==> src/rtl/fqvc_pkg.sv <==
// ----------------------------------------------------------------------------
// fqvc_pkg
// Shared types and constants for the field quad vote counter.
// ----------------------------------------------------------------------------
package fqvc_pkg;

  localparam int STAR_DEPTH = 4096;
  localparam int QUAD_DEPTH = 65536;
  localparam int VOTE_DEPTH = 64;
  localparam int STAR_AW    = $clog2(STAR_DEPTH);
  localparam int QUAD_AW    = $clog2(QUAD_DEPTH);
  localparam int VOTE_AW    = $clog2(VOTE_DEPTH);
  localparam int CFG_W      = 13;

  localparam logic [0:0] REG_STAR_COUNT     = 1'd0;
  localparam logic [0:0] REG_VOTE_THRESHOLD = 1'd1;

  localparam logic [1:0] CMD_LOAD_STAR = 2'd0;
  localparam logic [1:0] CMD_LOAD_QUAD = 2'd1;
  localparam logic [1:0] CMD_STAR      = 2'd2;
  localparam logic [1:0] CMD_END       = 2'd3;

  typedef struct packed {
    logic [1:0]  command;
    logic [15:0] entry_index;
    logic [31:0] star_id;
    logic [15:0] quad_base;
    logic [7:0]  quad_count;
    logic [31:0] quad_id;
  } request_t;

  typedef struct packed {
    logic [31:0] field_number;
    logic [31:0] reported_quad;
    logic        has_quad;
    logic        last;
    logic        list_overflow;
  } result_t;

  // controller -> datapath
  typedef struct packed {
    logic load_req;     // capture request
    logic star_wr;
    logic quad_wr;
    logic srch_init;
    logic srch_rd;      // read star table at mid
    logic srch_step;    // compare and narrow
    logic run_init;
    logic quad_rd;      // read quad store at run address
    logic scan_init;
    logic scan_step;    // compare one list entry
    logic vote_new;
    logic vote_bump;
    logic vote_drop;
    logic rep_init;
    logic rep_step;     // examine one entry for report
    logic emit_empty;
    logic field_done;
  } ctrl_t;

  // datapath -> controller
  typedef struct packed {
    logic [1:0] command;
    logic       srch_empty;  // lo >= hi
    logic       srch_hit;
    logic       run_done;
    logic       scan_done;   // scanned all used entries
    logic       scan_hit;
    logic       list_full;
    logic       rep_done;
  } stat_t;

endpackage

==> src/rtl/fqvc_ctrl.sv <==
// ----------------------------------------------------------------------------
// fqvc_ctrl
// Sequencer for loads, star search, quad run voting and field report.
// ----------------------------------------------------------------------------
module fqvc_ctrl import fqvc_pkg::*; (
  input  logic  clk,
  input  logic  rst,
  input  logic  start,
  input  stat_t stat,
  output logic  busy,
  output ctrl_t ctrl
);

  typedef enum logic [9:0] {
    S_IDLE  = 10'b0000000001,
    S_DEC   = 10'b0000000010,
    S_SRD   = 10'b0000000100,
    S_SCMP  = 10'b0000001000,
    S_QRD   = 10'b0000010000,
    S_QWAIT = 10'b0000100000,
    S_SCAN  = 10'b0001000000,
    S_REP   = 10'b0010000000,
    S_EMPTY = 10'b0100000000,
    S_DONE  = 10'b1000000000
  } state_t;

  state_t state, state_next;

  always_ff @(posedge clk) begin
    if (rst) state <= S_IDLE;
    else state <= state_next;
  end

  assign busy = state != S_IDLE;

  always_comb begin
    ctrl = '0;
    state_next = state;
    case (state)
      S_IDLE: begin
        if (start) begin
          ctrl.load_req = 1'b1;
          state_next = S_DEC;
        end
      end
      S_DEC: begin
        case (stat.command)
          CMD_LOAD_STAR: begin ctrl.star_wr = 1'b1; state_next = S_IDLE; end
          CMD_LOAD_QUAD: begin ctrl.quad_wr = 1'b1; state_next = S_IDLE; end
          CMD_STAR: begin ctrl.srch_init = 1'b1; state_next = S_SRD; end
          default: begin ctrl.rep_init = 1'b1; state_next = S_REP; end
        endcase
      end
      S_SRD: begin
        if (stat.srch_empty) state_next = S_IDLE;
        else begin
          ctrl.srch_rd = 1'b1;
          state_next = S_SCMP;
        end
      end
      S_SCMP: begin
        ctrl.srch_step = 1'b1;
        if (stat.srch_hit) begin
          ctrl.run_init = 1'b1;
          state_next = S_QRD;
        end else state_next = S_SRD;
      end
      S_QRD: begin
        if (stat.run_done) state_next = S_IDLE;
        else begin
          ctrl.quad_rd = 1'b1;
          state_next = S_QWAIT;
        end
      end
      S_QWAIT: begin
        ctrl.scan_init = 1'b1;
        state_next = S_SCAN;
      end
      S_SCAN: begin
        if (stat.scan_hit) begin
          ctrl.vote_bump = 1'b1;
          state_next = S_QRD;
        end else if (stat.scan_done) begin
          if (stat.list_full) ctrl.vote_drop = 1'b1;
          else ctrl.vote_new = 1'b1;
          state_next = S_QRD;
        end else ctrl.scan_step = 1'b1;
      end
      S_REP: begin
        if (stat.rep_done) state_next = S_EMPTY;
        else ctrl.rep_step = 1'b1;
      end
      S_EMPTY: begin
        ctrl.emit_empty = 1'b1;
        state_next = S_DONE;
      end
      S_DONE: begin
        ctrl.field_done = 1'b1;
        state_next = S_IDLE;
      end
      default: state_next = S_IDLE;
    endcase
  end

endmodule

==> config.mk <==
export PLATFORM = sky130hd
export DESIGN_NAME = fqvc_ctrl
export DESIGN_NICKNAME = d
export VERILOG_FILES = /design/src/rtl/fqvc_pkg.sv /design/src/rtl/fqvc_ctrl.sv
export SDC_FILE = /design/constraint.sdc
export NUM_CORES = 1
export LEC_CHECK = 0
export BUFFER_PORTS_ARGS = -buffer_cell sky130_fd_sc_hd__buf_2
export CAP_MARGIN = 0
export CORE_MARGIN = 3
export CORE_UTILIZATION = 47
export CTS_CLUSTER_DIAMETER = 50
export DETAILED_ROUTE_END_ITERATION = 16
export HOLD_SLACK_MARGIN = 0.03
export PLACE_DENSITY_LB_ADDON = 0.1
export SYNTH_ARGS = -nofsm -noshare
export SYNTH_HDL_FRONTEND = slang
export SYNTH_SLANG_ARGS = --single-unit
==> constraint.sdc <==
create_clock -name clk -period 2.9 [get_ports clk]
set_input_delay 0.725 -clock clk [delete_from_list [all_inputs] [get_ports clk]]
set_output_delay 0.725 -clock clk [all_outputs]
set_load 0.03 [all_outputs]
* Yosys cells after proc, flatten, opt, wreduce, memory -nomap -nowiden
Cells that the tools add are included.
** Operators by class
- Multiplexer cells :: 37
- Reductions and logical operators :: 4
- Equality and inequality tests :: 16
** Operators with widths (count)
- $pmux 10 s9 :: 1
- $mux 10 :: 4
- $mux 1 :: 24
- $pmux 8 s2 :: 1
- $eq 10x1->1 const B :: 1
- $eq 10x10->1 const B :: 1
- $eq 10x2->1 const B :: 1
- $eq 10x3->1 const B :: 1
- $eq 10x4->1 const B :: 1
- $eq 10x5->1 const B :: 1
- $eq 10x6->1 const B :: 1
- $eq 10x7->1 const B :: 1
- $eq 10x8->1 const B :: 1
- $eq 10x9->1 const B :: 1
- $ne 10x1->1 const B :: 1
- $mux 4 :: 2
- $mux 6 :: 1
- $mux 5 :: 1
- $mux 2 :: 2
- $ne 2x2->1 const B :: 2
- $mux 3 :: 1
- $ne 3x3->1 const B :: 1
- $reduce_and 3->1 :: 1
- $reduce_or 3->1 :: 1
- other kinds (4) :: 4
** Storage, ports and cells
- Output and inout port bits :: 18
- Register bits :: 10
- Word-level logic and storage cells :: 58

* Logic depth before layout (Yosys ltp)
- Depth in word-level cells :: 4
- Depth in mapped cells :: 7

* Worst setup path before layout
OpenSTA, ideal clock, no wires.
- Path type :: reg-to-output
- Start point :: reg state[3]
- End point :: out ctrl[6] (netlist bit)
- Cell stages (with the launch flop) :: 5
- Data required time :: 2.175 ns
- Setup slack :: -0.065 ns
- Arrival :: 2.240 ns
- Cells stage by stage :: dfxtp_1 -> clkbuf_1 -> nor4_1 -> nand4b_1 -> nor4b_1
** RTL lines
- from (decl) :: RTL line fqvc_ctrl.sv:27 : state_t state, state_next;
- from (signal assigned) :: RTL line fqvc_ctrl.sv:31 : else state <= state_next;
- to (decl) :: RTL line fqvc_ctrl.sv:11 : output ctrl_t ctrl

==> results.ini <==
[place]
port_buffers = 29
place_congestion = 0.866
dpl.cell_count = 141
placed_area_um2 = 925
preCtsSetupSlack_ns = 0.393
place_hpwl_mm = 1.52

[sta]
hold_viol = 0
layout_setup_ws_ns = 0.0902
fin_crit_ns = 2.81
setup_viol = 0
maxSlewViolCount = 0
worstMarginPinSlew_ns = 0.472
fin_crit_sh_pct = 96.9
rsz0062_at_grt = false
skew_ns = 0.00285
slew_headroom_pct = 68.3
hold_ws_ns = 0.624
max_freq_ghz = 0.356
setup_tns_ns = 0

[die]
die_area_um2 = 2230
num_io_pins = 30
rows = 14
initial_utilization_pct = 51.4
dieHeight_um = 47.3
core_um2 = 1560
dieWidth_um = 47.3

[clocking]
ctsResizeCount = 0
ctsHtreeMaxLevel = 1
clock_path_buffers = 2
clk_latency_ns = 0.27
numCtsBuffers = 3
cts_sinks = 10
cts_root_buffer = clkbuf_4
cts.reportedPaths.clkPinSlew_ns = 0.07
holdBufCountCts = 0
cts_tree = yes
postCtsSetupBuffers = 0

[final_layout]
regMostFlops = state
final_nets = 142
insertedDiodeCount = 0
drive_gt1_share_pct = 33.3
area_growth_pct = 20.6
stdcell_count = 145
largest_reg_flops = 10
nFillCells = 145
final_util_pct = 62.0
stdcell_area_um2 = 966
reg_top3 = state (10)

[routing]
wl_mm = 1.98
drtAntennaViolNets = 0
vias = 842
vias_per_cell = 5.81
wl_per_cell_um = 13.7
first_pass_iters = 4
drcViolationCount = 0
drt_iter0_markers = 19

[synth]
synth_ff_type = dfxtp_1
syn_avg_cell_area_um2 = 7.63
ys_seq_area_share_pct = 25.0
synth_top_area_share_pct = 25.0
synth_edf_count = 0
ys_ff_latch = 10
synth_area_leaders = dfxtp_1 25%, nor4_1 5.5%, nor3_1 5.0%
yosysTopAreaCell = dfxtp_1
synth.cell_area_um2 = 801
synthesis.instances = 105
async_flop_share_pct = 0
yosysWarnings = 0
ys_types = 42
synth_common_cells = 10 x dfxtp_1, 10 x inv_1, 10 x nor2_1
synth.net_count = 117

[pwr]
vdd_drop_max_uv = 219
p_leak_nw = 0.467
pwr_density_cell_nw_per_um2 = 366
p_total_uw = 353

[critical_path]
critical_path_required_ns = 2.17
startpoint_type = register
worstPathArrival_ns = 2.08
crit_type = register to output port
endpoint_kind = output port
worstPathMaxFanout = 10

[grt]
grt_antenna_before_repair = 0
grt_max_degree = 11
overflow = 0
grt_pass1_wl_mm = 3.03
grt_pass1_vias = 701
track_usage_pct = 19.1

[min_path]
hp-class = register to register

[flow_run]
maxCapViolCount = 0

[outcome]
outcome = finished clean

## kinds of logic after synthesis
family,count (synthesis),share of synthesized area (%)
xor+xnor,2,2.19
buf+inv,21,12.8
simple gates,54,43.4
flops,10,25.0
compound gates,18,16.6
## path summary, 6_finish.rpt
check | start | end | slack, ns | cells after the start
worst max-delay path | state[6]$_SDFFE_PP0P_ | ctrl[3] | 0.09 | 5
worst min-delay path | state[6]$_SDFFE_PP0P_ | state[6]$_SDFFE_PP0P_ | 0.62 | 2
worst max register to register | state[6]$_SDFFE_PP0P_ | state[7]$_SDFFE_PP0P_ | 1.15 | 4
worst min register to register | state[6]$_SDFFE_PP0P_ | state[6]$_SDFFE_PP0P_ | 0.62 | 2
## layout make-up
type | count | area [µm²] | share of cell area (%)
inverter | 11 | 41.3 | 4.27
sequential | 10 | 200 | 20.7
multi-input combinational | 74 | 515 | 53.4
timing repair buffer | 30 | 153 | 15.8
tap | 16 | 20.0 | 2.07
clock buffer | 4 | 36.3 | 3.76
## cells in the final DEF (no fill, tap or decap), types with 2 or more instances in the layout
cell type | netlist | final
a21oi_1 | 2 | 2
buf_2 | 1 | 29
clkbuf_4 | 0 | 3
dfxtp_1 | 10 | 10
inv_1 | 10 | 10
nand2_1 | 5 | 5
nand2b_1 | 2 | 2
nor2_1 | 10 | 10
nor3_1 | 8 | 7
nor4_1 | 7 | 7
nor4b_1 | 4 | 3
o211ai_1 | 2 | 2
o21ai_0 | 2 | 2
o21ai_1 | 2 | 2
or4_1 | 2 | 2
or4b_1 | 2 | 2
xor2_1 | 2 | 2
## worst max-delay path, stage by stage, from the launching register on
cell,delay (ns)
dfxtp_1,0.39
or4_4,0.57
nand2b_4,0.21
or3_4,0.41
inv_1,0.05
buf_2,0.18
## where the power goes
part           switching, mW  internal [mW]
clock                 0.0538         0.0764
sequential           0.00736          0.140
combinational         0.0428         0.0325
## layer usage
metal | part of all wire [%] | track usage [%]
met1 | 47 | 23.5
met3 | 4.6 | 3.45
met5 | 0 | 0
met2 | 47 | 32.1
met4 | 2.1 | 8.29
(Power assumes the default switching activity.)
