[src/rtl/fqvc_pkg.sv]
// ----------------------------------------------------------------------------
// fqvc_pkg
// Shared types and constants for the field quad vote counter.
// ----------------------------------------------------------------------------
package fqvc_pkg;

  localparam int STAR_DEPTH = 4096;
  localparam int QUAD_DEPTH = 65536;
  localparam int VOTE_DEPTH = 64;
  localparam int STAR_AW    = $clog2(STAR_DEPTH);
  localparam int QUAD_AW    = $clog2(QUAD_DEPTH);
  localparam int VOTE_AW    = $clog2(VOTE_DEPTH);
  localparam int CFG_W      = 13;

  localparam logic [0:0] REG_STAR_COUNT     = 1'd0;
  localparam logic [0:0] REG_VOTE_THRESHOLD = 1'd1;

  localparam logic [1:0] CMD_LOAD_STAR = 2'd0;
  localparam logic [1:0] CMD_LOAD_QUAD = 2'd1;
  localparam logic [1:0] CMD_STAR      = 2'd2;
  localparam logic [1:0] CMD_END       = 2'd3;

  typedef struct packed {
    logic [1:0]  command;
    logic [15:0] entry_index;
    logic [31:0] star_id;
    logic [15:0] quad_base;
    logic [7:0]  quad_count;
    logic [31:0] quad_id;
  } request_t;

  typedef struct packed {
    logic [31:0] field_number;
    logic [31:0] reported_quad;
    logic        has_quad;
    logic        last;
    logic        list_overflow;
  } result_t;

  // controller -> datapath
  typedef struct packed {
    logic load_req;     // capture request
    logic star_wr;
    logic quad_wr;
    logic srch_init;
    logic srch_rd;      // read star table at mid
    logic srch_step;    // compare and narrow
    logic run_init;
    logic quad_rd;      // read quad store at run address
    logic scan_init;
    logic scan_step;    // compare one list entry
    logic vote_new;
    logic vote_bump;
    logic vote_drop;
    logic rep_init;
    logic rep_step;     // examine one entry for report
    logic emit_empty;
    logic field_done;
  } ctrl_t;

  // datapath -> controller
  typedef struct packed {
    logic [1:0] command;
    logic       srch_empty;  // lo >= hi
    logic       srch_hit;
    logic       run_done;
    logic       scan_done;   // scanned all used entries
    logic       scan_hit;
    logic       list_full;
    logic       rep_done;
  } stat_t;

endpackage

[src/rtl/fqvc_report.sv]
// ----------------------------------------------------------------------------
// fqvc_report
// Output stage: holds one qualifying result back so the final one of a field
// can be marked last, and emits the empty marker when none qualified.
// ----------------------------------------------------------------------------
module fqvc_report import fqvc_pkg::*; (
  input  logic    clk,
  input  logic    rst,
  input  logic    in_valid,
  input  result_t in_res,
  input  logic    flush,
  output logic    done,
  output result_t result,
  output logic    result_valid
);

  logic    held;
  result_t held_res;
  result_t rel_res;
  logic    flushing;

  // a held result is last only when the field ends with no newer one behind it
  always_comb begin
    rel_res = held_res;
    rel_res.last = !in_valid;
  end

  always_ff @(posedge clk) begin
    if (rst) begin
      held <= 1'b0;
      result_valid <= 1'b0;
      flushing <= 1'b0;
    end else begin
      flushing <= !in_valid && flush && !flushing;
      if (in_valid) begin
        // release the previous held one, hold the new one
        result_valid <= held || !in_res.has_quad;
        held <= in_res.has_quad;
        held_res <= in_res;
        if (in_res.has_quad) result <= rel_res;
        else result <= in_res;
      end else if (flush && !flushing) begin
        result_valid <= held;
        result <= rel_res;
        held <= 1'b0;
      end else begin
        result_valid <= 1'b0;
      end
    end
  end

  assign done = flushing;

endmodule

[config.mk]
export PLATFORM = sky130hd
export DESIGN_NAME = fqvc_report
export DESIGN_NICKNAME = d
export VERILOG_FILES = /design/src/rtl/fqvc_pkg.sv /design/src/rtl/fqvc_report.sv
export SDC_FILE = /design/constraint.sdc
export NUM_CORES = 1
export LEC_CHECK = 0
export BUFFER_PORTS_ARGS = -buffer_cell sky130_fd_sc_hd__buf_2
export CORE_ASPECT_RATIO = 0.9
export CORE_MARGIN = 3
export CORE_UTILIZATION = 52
export CTS_BUF_LIST = sky130_fd_sc_hd__clkbuf_4 sky130_fd_sc_hd__clkbuf_8
export DETAILED_ROUTE_END_ITERATION = 8
export PLACE_DENSITY = 0.85
export REMOVE_ABC_BUFFERS = 1
export SLEW_MARGIN = 10
export SYNTH_ARGS = -nofsm -noshare
export SYNTH_HDL_FRONTEND = slang
export SYNTH_SLANG_ARGS = --single-unit
export TNS_END_PERCENT = 1
[constraint.sdc]
create_clock -name clk -period 4.8 [get_ports clk]
set_input_delay 0.48 -clock clk [delete_from_list [all_inputs] [get_ports clk]]
set_output_delay 0.48 -clock clk [all_outputs]
set_load 0.01 [all_outputs]
Word-level counts from Yosys, hierarchy flattened:

Cells that the tools add are included.

* register bits: 136
* bits in latches: 0
* bits in writable memories: 0
* ROM bits: 0
* input bits: 71
* memories kept: 0

* $add $sub $neg: 0
* multiply operators: 0
* divide/modulo/power cells: 0
* magnitude comparators: 0
* eq/ne operators: 0
* shift-type cells: 0
* multiplexer cells: 7
* bitwise operators: 1
* reductions and logical operators: 10

Operators by type and width (number)
* $mux W67: 3
* $mux W1: 4
* $reduce_and A2 Y1: 2
* $logic_and A1 B1 Y1: 3
* $logic_not A1 Y1: 3
* $reduce_bool A2 Y1: 1
* $logic_or A1 B1 Y1: 1
* $not A1 Y1: 1

Depth between registers and ports, before layout:

* depth after elaboration: 4
* depth in mapped cells: 4
* gate-level depth less buffers: 3

Worst setup path before layout:

No wires, ideal clock.

* path kind: input port to flip-flop
* from: input port flush
* to: register result[0] in the netlist's numbering (enable)
* setup time: 0.494 ns
* arrival: 3.488 ns
* data required time: 4.306 ns
* slack: 0.818 ns
* stages: 3
* path buffers: 0
* cell sequence: nor2b_1 nor2_1 nor2_1

* word-level cells in the longest chain between the ends: 3

RTL lines
* start, declared: RTL line fqvc_report.sv:11 `input logic flush,`
* $logic_and A1 B1 Y1: RTL line fqvc_report.sv:42 `end else if (flush && !flushing) begin`
* $reduce_bool A2 Y1 (no line)
* $reduce_and A2 Y1 (no line)
* end signal, assigned: RTL line fqvc_report.sv:40 `if (in_res.has_quad) result <= rel_res;`
* end signal, assigned: RTL line fqvc_report.sv:41 `else result <= in_res;`
* end signal, assigned: RTL line fqvc_report.sv:44 `result <= rel_res;`
* end, declared: RTL line fqvc_report.sv:13 `output result_t result,`

No other way between the ends.
A chain may end at the register's enable or synchronous reset.

Worst setup path after layout:

* from: register flushing, in the netlist done
* to: register result[3] in the netlist's numbering (enable)

* word-level cells in the longest chain between the ends: 4

RTL lines
* start, declared: RTL line fqvc_report.sv:20 `logic flushing;`
* start signal, assigned: RTL line fqvc_report.sv:34 `flushing <= !in_valid && flush && !flushing;`
* $logic_not A1 Y1: RTL line fqvc_report.sv:42
* $logic_and A1 B1 Y1: RTL line fqvc_report.sv:42
* $reduce_bool A2 Y1 (no line)
* $reduce_and A2 Y1 (no line)

No other way between the ends.

==> results by group <==
Power
  • IR drop worst, VDD: 0.256 mV
  • Power density of the placed cells: ~400 nW/µm²
  • LEAKAGE: between 2 and 2.5 nW

Worst setup path
  • Sequence of cells on the critical path: nor2b_1, nor2_1, nor2_4, buf_4
  • Critical-path top delay cell: nor2_4
  • Largest stage delay, worst path: 850 ps
  • Crit path DAT: 2340 ps
  • Startpoint class of the critical path: flop
  • Crit path required time: 4870 ps
  • Setup slack on the worst flop-to-flop path: approximately 2500 ps
  • Maximum fanout encountered on the critical timing path: between 40 and 50
  • Crit Path Class: flop to flop
  • Setup crit end kind: flop
  • Depth of the worst register-to-register path: 4

Global routing
  • Vias in the first global route: about 2,700
  • Antenna violations before repair: 0
  • All-Layer GR Usage: 0.173
  • Pin count of the biggest net entering global routing: 68
  • Grt total ovfl: 0
  • First-pass GRT wire length: around 14 mm

Synthesis
  • Avg Cell Area, Syn: ~23 µm²
  • Cell count after synthesis: around 220
  • Cell type contributing the most total cell area after synthesis: edfxtp_1
  • Proportion of synthesized flip-flops having asynchronous set or reset: 0
  • Commonest cells post-synth: edfxtp_1 (133), mux2_2 (37), mux2_4 (28), buf_6 (4)
  • Area of the mapped netlist: ~5000 µm²
  • Synthesis-stage register bit count: ~140
  • Ys Warns: 0
  • Cell variety after synth: 17
  • Dominant cells by area after synthesis: edfxtp_1 (79%), mux2_4 (8.4%), mux2_2 (8.3%)
  • Post-synthesis sequential area ratio: 0.806
  • Most frequently used cell type in the post-synthesis netlist: edfxtp_1
  • Number of synthesized flops with an enable pin: approximately 130
  • Most used DFF post-synth: edfxtp_1
  • Area share of the largest cell type after synthesis: 0.794

STA
  • Final number of hold-violating endpoints: 0
  • Highest Clock Rate: 442 MHz
  • Final-report setup violation count: 0
  • Setup Total Neg Slack: 0 ps
  • Slew at the pin with the worst max-slew slack: approximately 1100 ps
  • Shortest period the worst path allows: between 2000 and 2500 ps
  • Final worst clock skew: around 12 ps
  • Final Max Tran Viols: 0
  • Setup repair after global routing missed its margin: false
  • Post-route fraction of the period consumed by the critical path: 0.471
  • Worst slew margin relative to its limit: 0.237

Clocking
  • CTS H-tree depth: 4
  • Insertion delay to the later sink of the worst-skew pair: 420 ps
  • Number of setup buffers added after CTS: 0
  • Clock edge transition at the registers on the reported setup and hold paths: roughly 80 ps
  • Clock net sink count: between 100 and 150
  • Total CTS buffers: 17
  • TritonCTS clock tree: done
  • Root Buffer Master: clkbuf_8
  • Post-CTS Hold Fix Bufs: 0
  • Clock tree buffer depth: 2
  • # resized after CTS: 0

Cells and area
  • Area growth from synthesis to final layout: 23.9%
  • Final nets: around 450
  • Count of inserted antenna diode cells: 0
  • End-of-flow core utilization: 0.674
  • Layout cell share with drive strength beyond 1: 0.617

Detailed routing
  • DRC viols: 0
  • Total wire length after detailed routing: ~9 mm
  • Remaining antenna violation count after routing: 0
  • Via count normalized by instance count: 5.05
  • Routed wire length per instance: ~17 µm
  • First-pass detailed-route iteration total: 4
  • Total number of vias: between 2,000 and 3,000
  • Starting DRT DRC Count: 80

Placed design
  • Count of buffers from port buffering: between 100 and 150
  • Final Wtd Congestion: roughly 0.7
  • Estimated wirelength of the detail-placed design: between 5 and 6 mm

Job
  • Maxcap violations: 0

Floorplanning
  • Die boundary height: roughly 99 µm
  • Horizontal extent of the die: roughly 110 µm
  • Starting Density: 0.544
  • Core Box Area: ~9000 µm²
  • Area of the die: about 11,000 µm²
  • Top-level port count: 140
  • Num rows: 33

Hold path
  • Worst Hold Depth: 1
  • Worst hold path class: input pin to flop

Outcome
  • Run status: finished clean
-- per-stage QoR --
stage / setup WS, ps / std cells / hold WS (ps) / power [mW] / instance area, µm²
3_3_place_gp: 2260 / 479 / 465 / 1.64 / 5860
3_5_place_dp: 2220 / 479 / 488 / 1.65 / 5860
5_1_grt: 2320 / 511 / 217 / 2.61 / 6240
2_1_floorplan: 818 / 216 / 448 / 1.56 / 4970
6_report: 2540 / 511 / 246 / 2.51 / 6240
4_1_cts: 2480 / 511 / 217 / 2.53 / 6240
-- worst paths after layout --
| kind | start | endpoint |
|---|---|---|
| setup reg to reg | done | result[3] |
| hold / removal | in_res[33] | held_res[33] |
| hold reg to reg | held | held |
| setup / recovery | done | result[3] |
-- cells in the final DEF, fill, tap and decap left out --
cell	n
nand3b_1	1
clkbuf_8	17
clkinv_1	1
dfxtp_1	3
nand2b_4	1
clkbuf_4	2
clkinv_2	5
nor2_1	1
bufinv_16	2
o21ai_0	2
buf_4	2
nand2_1	1
nand2b_1	1
nor3_1	1
and2_1	1
mux2_2	37
clkinvlp_4	1
nor2_4	1
buf_2	139
mux2_4	28
edfxtp_1	133
nor2b_1	1
a21oi_1	2
nor2b_4	1
inv_1	1
clkinv_4	4
-- area by class of cell --
type	instances	area (µm²)
sequential	136	4050
fill	648	3010
multi-input combinational	79	935
timing repair buffer	141	711
clock buffer	19	249
tap	122	153
clock inverter	13	131
inverter	1	3.75
-- sequential cells by signal (all words and copies together) (netlist names) --
name	count
held	1
result	67
result_valid	1
done	1
held_res	66
-- cell families after synthesis --
| logic type | count (synthesis) | share of synthesized area |
|---|---|---|
| compound gates | 4 | 0.00398 |
| simple gates | 10 | 0.0114 |
| mux | 65 | 0.166 |
| buf+inv | 8 | 0.0127 |
| flops | 136 | 0.806 |
-- critical path, delay by kind of cell, from the launching register on --
family | cells | cell delay [ps]
flip-flops | 1 | 320
AND/OR/NAND/NOR | 3 | 1070
buffers and inverters | 1 | 490
-- power breakdown --
group          internal, mW  switching [mW]  total [mW]  leakage [nW]
combinational         0.103           0.102       0.205          1.00
clock                 0.469           0.418       0.887         0.197
sequential             1.40          0.0202        1.42          1.28
total                  1.97           0.540        2.51          2.49
-- per-layer routing --
layer | vias to the layer above | GRT usage | wire length (µm)
met1 | 1262 | 0.229 | 3810
met4 | 0 | 0.0671 | 130
met3 | 14 | 0.0591 | 693
met5 | - | 0 | 0
met2 | 113 | 0.266 | 4280
li1 | 1191 | - | -
Power figures use the tool's default switching activity.
